<file path="config.mk">
export PLATFORM = sky130hd
export DESIGN_NAME = rbst_merge
export DESIGN_NICKNAME = d
export VERILOG_FILES = /design/src/rtl/rbst_pkg.sv /design/src/rtl/rbst_merge.sv
export SDC_FILE = /design/constraint.sdc
export NUM_CORES = 1
export LEC_CHECK = 0
export BUFFER_PORTS_ARGS = -buffer_cell sky130_fd_sc_hd__clkbuf_2
export CAP_MARGIN = 40
export CORE_MARGIN = 2
export CORE_UTILIZATION = 61
export CTS_CLUSTER_DIAMETER = 60
export DETAILED_ROUTE_END_ITERATION = 6
export PLACE_DENSITY_LB_ADDON = 0.25
export SLEW_MARGIN = 20
export SYNTH_ARGS = -nofsm -noshare
export SYNTH_HDL_FRONTEND = slang
export SYNTH_SLANG_ARGS = --single-unit
</file>
<file path="constraint.sdc">
create_clock -name aclk -period 9.32 [get_ports aclk]
set_input_delay 0.932 -clock aclk [delete_from_list [all_inputs] [get_ports aclk]]
set_output_delay 0.932 -clock aclk [all_outputs]
set_load 0.02 [all_outputs]
</file>
<file path="src/rtl/rbst_pkg.sv">
// shared types for the ray box slab test
package rbst_pkg;

    // per-axis status that travels beside the slab distances
    typedef struct packed {
        logic parallel;  // direction component is zero
        logic outside;   // origin lies outside the slab on this axis
    } lane_flags_t;

endpackage

</file>
<file path="src/rtl/rbst_merge.sv">
// merges the three axis results into hit and distance
module rbst_merge #(
    parameter int W = 32
) (
    input  logic                  aclk,
    input  logic                  ce,
    input  logic signed [W-1:0]   t_near [3],
    input  logic signed [W-1:0]   t_far  [3],
    input  rbst_pkg::lane_flags_t flags  [3],
    output logic                  hit,
    output logic signed [W-1:0]   hit_dist
);
    logic signed [W-1:0] tmin;
    logic signed [W-1:0] tmax;
    logic                out_any;
    logic signed [W-1:0] tmin_reg;
    logic signed [W-1:0] tmax_reg;
    logic                out_reg;
    logic                hit_reg;
    logic signed [W-1:0] dist_reg;

    // narrow the interval over the non-parallel axes, collect outside flags of parallel ones
    always_comb begin
        tmin    = {1'b1, {(W-1){1'b0}}};
        tmax    = {1'b0, {(W-1){1'b1}}};
        out_any = 1'b0;
        for (int a = 0; a < 3; a++) begin
            if (flags[a].parallel) begin
                out_any = out_any | flags[a].outside;
            end else begin
                if (t_near[a] > tmin) tmin = t_near[a];
                if (t_far[a] < tmax) tmax = t_far[a];
            end
        end
    end

    always_ff @(posedge aclk) begin
        if (ce) begin
            tmin_reg <= tmin;
            tmax_reg <= tmax;
            out_reg  <= out_any;
        end
    end

    // final decision
    always_ff @(posedge aclk) begin
        if (ce) begin
            if (out_reg || (tmin_reg > tmax_reg) || tmax_reg[W-1]) begin
                hit_reg  <= 1'b0;
                dist_reg <= '0;
            end else begin
                hit_reg  <= 1'b1;
                dist_reg <= tmin_reg[W-1] ? tmax_reg : tmin_reg;
            end
        end
    end

    assign hit      = hit_reg;
    assign hit_dist = dist_reg;

endmodule
</file>
* Word level (Yosys, flattened, before mapping)
Cells that the tools add are included.
** Storage, ports and cells
- Register bits :: 98
- Input port bits :: 200
- Output and inout port bits :: 33
- Logic and storage cells :: 36
** Cells by class
- Order comparisons :: 7
- Muxes and demuxes :: 17
- Reduce and logical (&&, ||, !) cells :: 3
- Bitwise logic cells :: 3
** Operators with widths (number)
- 32-bit 2-to-1 mux :: 12
- 32-bit > comparator :: 3
- 32-bit < comparator :: 2
- 32-bit > comparator (second input constant) :: 1
- 32-bit < comparator (second input constant) :: 1
- 31-bit 2-to-1 mux :: 1
- 1-bit 2-to-1 mux :: 4
- 1-bit logical OR :: 2
- 1-bit bitwise OR :: 2
- 2-bit OR reduction :: 1
- 1-bit inverter :: 1

* Longest topological paths before layout
- Depth after elaboration :: 9
- Mapped depth :: 25
- Gate-level depth less buffers :: 21

* Least setup slack after synthesis
No wires, ideal clock.
- Path kind :: input -> register
- Start :: in t_far[95] (netlist bit)
- End :: reg tmax_reg[10] (data pin)
- Data arrival time :: 5.999 ns
- Stages :: 23
- Path slack :: 3.058 ns
- Library setup time :: 0.263 ns
- Path buffers :: 3
- Cell sequence :: nand4b_1 > or4_1 > o21ai_0 > clkbuf_1 > nor2_1 > ha_1 > nand4_1 > or4_1 > a31oi_2 > nor3_1 > nor3_2 > buf_4 > mux2i_1 > ha_1 > a21o_1 > a21o_1 > a21oi_1 > o21ai_0 > a221oi_1 > nor2_1 > o31ai_4 > buf_6 > mux2i_1
** On the way
- Word-level cells in the longest chain between the ends :: 9
** Ends and longest elaborated chain
- start: declaration :: line rbst_merge.sv:8 : input logic signed [W-1:0] t_far [3],
- 32-bit < comparator :: line rbst_merge.sv:32 : if (t_far[a] < tmax) tmax = t_far[a];
- 32-bit 2-to-1 mux (*) :: line rbst_merge.sv:32
- 32-bit 2-to-1 mux (*) :: line rbst_merge.sv:28 : if (flags[a].parallel) begin
- 32-bit < comparator :: line rbst_merge.sv:32
- 32-bit 2-to-1 mux :: line rbst_merge.sv:32
- 32-bit 2-to-1 mux (*) :: line rbst_merge.sv:28
- 32-bit < comparator :: line rbst_merge.sv:32
- 32-bit 2-to-1 mux :: line rbst_merge.sv:32
- 32-bit 2-to-1 mux (*) :: line rbst_merge.sv:28
- via tmax[10] :: line rbst_merge.sv:14 : logic signed [W-1:0] tmax;
- end signal: assignment :: line rbst_merge.sv:40 : tmax_reg <= tmax;
- end: declaration :: line rbst_merge.sv:17 : logic signed [W-1:0] tmax_reg;
The timed path passes the listed nets; every way through them passes the cells marked *.
A chain may end at the register's enable or synchronous reset.

* Final worst setup path
- Start :: in flags[5] (netlist bit)
- End :: reg tmin_reg[8] (data pin)
** On the way
- Word-level cells in the longest chain between the ends :: 7
** Ends and longest elaborated chain
- start: declaration :: line rbst_merge.sv:9 : input rbst_pkg::lane_flags_t flags [3],
- 32-bit 2-to-1 mux (*) :: line rbst_merge.sv:28
- 32-bit > comparator :: line rbst_merge.sv:31 : if (t_near[a] > tmin) tmin = t_near[a];
- 32-bit 2-to-1 mux :: line rbst_merge.sv:31
- 32-bit 2-to-1 mux (*) :: line rbst_merge.sv:28
- 32-bit > comparator :: line rbst_merge.sv:31
- 32-bit 2-to-1 mux :: line rbst_merge.sv:31
- 32-bit 2-to-1 mux (*) :: line rbst_merge.sv:28
- via tmin[8] :: line rbst_merge.sv:13 : logic signed [W-1:0] tmin;
- end signal: assignment :: line rbst_merge.sv:39 : tmin_reg <= tmin;
- end: declaration :: line rbst_merge.sv:16 : logic signed [W-1:0] tmin_reg;
Marked as above.

==> flow_metrics.env <==
export IMPL_busiest_layer="met2"
export IMPL_layout_min_cycle_time_ns=7.650
export IMPL_die_area_um2=19060
export IMPL_diodes=0
export IMPL_synth_cell_types=63
export IMPL_drtPass1Iterations=6
export IMPL_cts_buffer_depth=2
export IMPL_cts_hold_buf=0
export IMPL_ys_seq_elements=98
export IMPL_clock_latency_ns=0.35
export IMPL_antenna_found_initial=1
export IMPL_syn_avg_cell_area_um2=8.950
export IMPL_die_w_um=138.1
export IMPL_route_detailed_drc=0
export IMPL_initial_utilization_pct=61.67
export IMPL_max_freq_mhz=130.7
export IMPL_cp_arrival_ns=7.69
export IMPL_overflow=0
export IMPL_r2r_cells=9
export IMPL_synthToLayoutAreaGrowth_pct=15.45
export IMPL_cts_tree="done"
export IMPL_setup_viol=0
export IMPL_num_vias=10450
export IMPL_r2r_end="hit"
export IMPL_clock_sinks=98
export IMPL_cts_inserted_buffers=9
export IMPL_final_layout_size_suffix_gt1_share_pct=23.26
export IMPL_path_clk_slew_ns=0.07
export IMPL_rows=49
export IMPL_nets=1776
export IMPL_drv_slew=0
export IMPL_endpoint_kind="register"
export IMPL_post_route_period_util_pct=82.08
export IMPL_wl_per_cell_um=19.57
export IMPL_ys_warn_count=0
export IMPL_critPathRequiredTime_ns=9.36
export IMPL_synth_main_ff_cell="edfxtp_1"
export IMPL_cts_root_buf="clkbuf_16"
export IMPL_r2r_start="tmin_reg[25]"
export IMPL_power_density_nw_per_um2=140.9
export IMPL_cts_resized=0
export IMPL_portBuffers=232
export IMPL_syn_nets=1583
export IMPL_hold_depth=1
export IMPL_drtAntennaViolNets=0
export IMPL_r2r_setup_slack_ns=6.07
export IMPL_syn_cell_area_um2=10960
export IMPL_gp_congestion=0.9670
export IMPL_grt_pass1_vias=9862
export IMPL_report_final_hold_viol_count=0
export IMPL_use_met2_pct=51.75
export IMPL_clock_skew_ns=0.008395
export IMPL_final_setup_tns_ns=0
export IMPL_synth_edf_count=98
export IMPL_post_cts_buffers=0
export IMPL_die_y_um=138.1
export IMPL_htree_levels=3
export IMPL_io_pins=233
export IMPL_place_area_um2=12320
export IMPL_met3_usage_pct=4.745
export IMPL_detail_route_vias_per_cell=6.328
export IMPL_leakagePower_nw=5.870
export IMPL_worstHoldStart="out_reg"
export IMPL_routed_wl_mm=32.33
export IMPL_tightest_slew_ns=0.8738
export IMPL_rsz0062_at_grt="false"
export IMPL_stdcell_area_um2=12660
export IMPL_grt_pass1_wl_mm=51.49
export IMPL_outcome="completed"
export IMPL_grt_max_degree=105
export IMPL_async_flop_share_pct=0
export IMPL_drtIter0Drc=1105
export IMPL_hold_class="reg2reg"
export IMPL_core_area_um2=17780
export IMPL_synth_cells=1225
export IMPL_hold_end="hit"
export IMPL_max_cap_viol_count=0
export IMPL_critical_path_class="in2reg"
export IMPL_startpoint_type="primary input"
export IMPL_grt_use_total_pct=33.30
export IMPL_cp_max_fo=33
export IMPL_ir_worst_vdd_mv=0.1068
export IMPL_hpwl_mm=25.75
export IMPL_ys_seq_area_share_pct=26.84
export IMPL_maxSlewHeadroom_pct=40.98
export IMPL_grt_util_met1_pct=47.81
-- metal layers --
layer	vias to the layer above	routed length [um]	share of wire, %
li1	5010	-	-
met1	4835	14210	44
met2	545	14130	44
met3	64	2871	8.9
met4	0	1113	3.4
met5	-	0	0
-- per-stage QoR --
step	hold WS, ns	power [mW]	utilization (%)	setup WS [ns]	std cells
floorplan	0.5377	1.130	-	3.058	1225
global placement	0.5732	1.359	68.89	1.601	1631
detailed placement	0.5948	1.384	69.30	1.483	1635
CTS	0.6037	1.770	71.04	1.819	1651
global route	0.6328	1.886	71.20	1.443	1652
finish	0.6171	1.783	71.20	1.670	1652
-- power by group --
part | switching (mW) | internal, mW | leakage (nW) | total (mW)
logic | 0.459 | 0.331 | 4.74 | 0.790
registers | 0.0439 | 0.566 | 0.988 | 0.609
clock network | 0.171 | 0.213 | 0.146 | 0.384
-- synth_stat cells, drive strengths merged, types with 10 or more instances --
library cell  number  share of area, %
o32ai             33               3.0
ha               158                18
nand3             40               1.8
mux2              33               3.4
or3               32               1.8
inv              102               3.5
o21ai             32               1.5
nand2b            35               2.0
nand2            119               4.1
nor2              60               2.1
nand3b            31               2.1
nor3              10              0.60
buf               20               1.5
a21oi             74               3.4
mux2i             93               8.5
o41ai             31               2.7
clkbuf            54               1.8
edfxtp            98                27
a31oi             37               2.2
nand4             37               2.2
a21o              31               2.1
-- how the worst max path moves through the flow --
stage,start,cells past startpoint,to
detailed placement,flags[5],24,tmin_reg[8]
finish,flags[5],24,tmin_reg[8]
floorplan,t_far[95],23,tmax_reg[10]
global route,flags[5],24,tmin_reg[8]
CTS,flags[5],24,tmin_reg[8]
global placement,flags[5],24,tmin_reg[8]
-- cells by family (layout without fill, tap and decap cells) --
group	after synthesis	count (layout)	synth area share [%]
muxes	126	126	11.88
buffers and inverters	177	375	6.870
other	1	1	0.03420
adders and majority gates	158	158	18.03
DFF	98	98	26.84
and+or+nand+nor	394	394	18.80
AOI/OAI and AO/OA	271	271	17.55
-- placed cells by master (no fill, tap or decap), types with 32 or more instances in the layout --
master    Yosys  layout
ha_1        158     157
nand3_1      40      40
mux2_2       33      33
nand2b_1     35      35
inv_1       102     102
nand4_1      36      36
nor2_1       60      59
or3_1        32      32
edfxtp_1     98      98
a21oi_1      74      73
clkbuf_2      0     231
mux2i_1      93      93
nand2_1     119     119
a31oi_1      36      35
-- layout make-up --
type / instances / area [um2]
fill: 1384 / 5121
sequential: 98 / 2943
inverter: 103 / 386.6
tap: 229 / 286.5
multi-input combinational: 950 / 7326
clock inverter: 7 / 85.08
timing repair buffer: 256 / 1406
clock buffer: 9 / 225.2
-- critical path: stages --
cell and delay (ns):
clkbuf_2 0.21, clkinv_1 0.10, buf_4 0.36, nand2_1 0.17
ha_1 0.32, and3_1 0.21, nand4_4 0.16, nor4_4 0.50
nand2_1 0.12, o32ai_2 0.49, or3b_1 0.54, buf_4 0.32
o32ai_1 0.12, or3_1 0.36, ha_1 0.33, nand4_1 0.12
nor2_1 0.18, nand4_1 0.22, nor3_1 0.33, a211o_1 0.16
a21oi_2 0.04, and2_0 0.32, buf_4 0.28, o41ai_1 0.77
No activity file was read; power rests on OpenSTA's default activity.
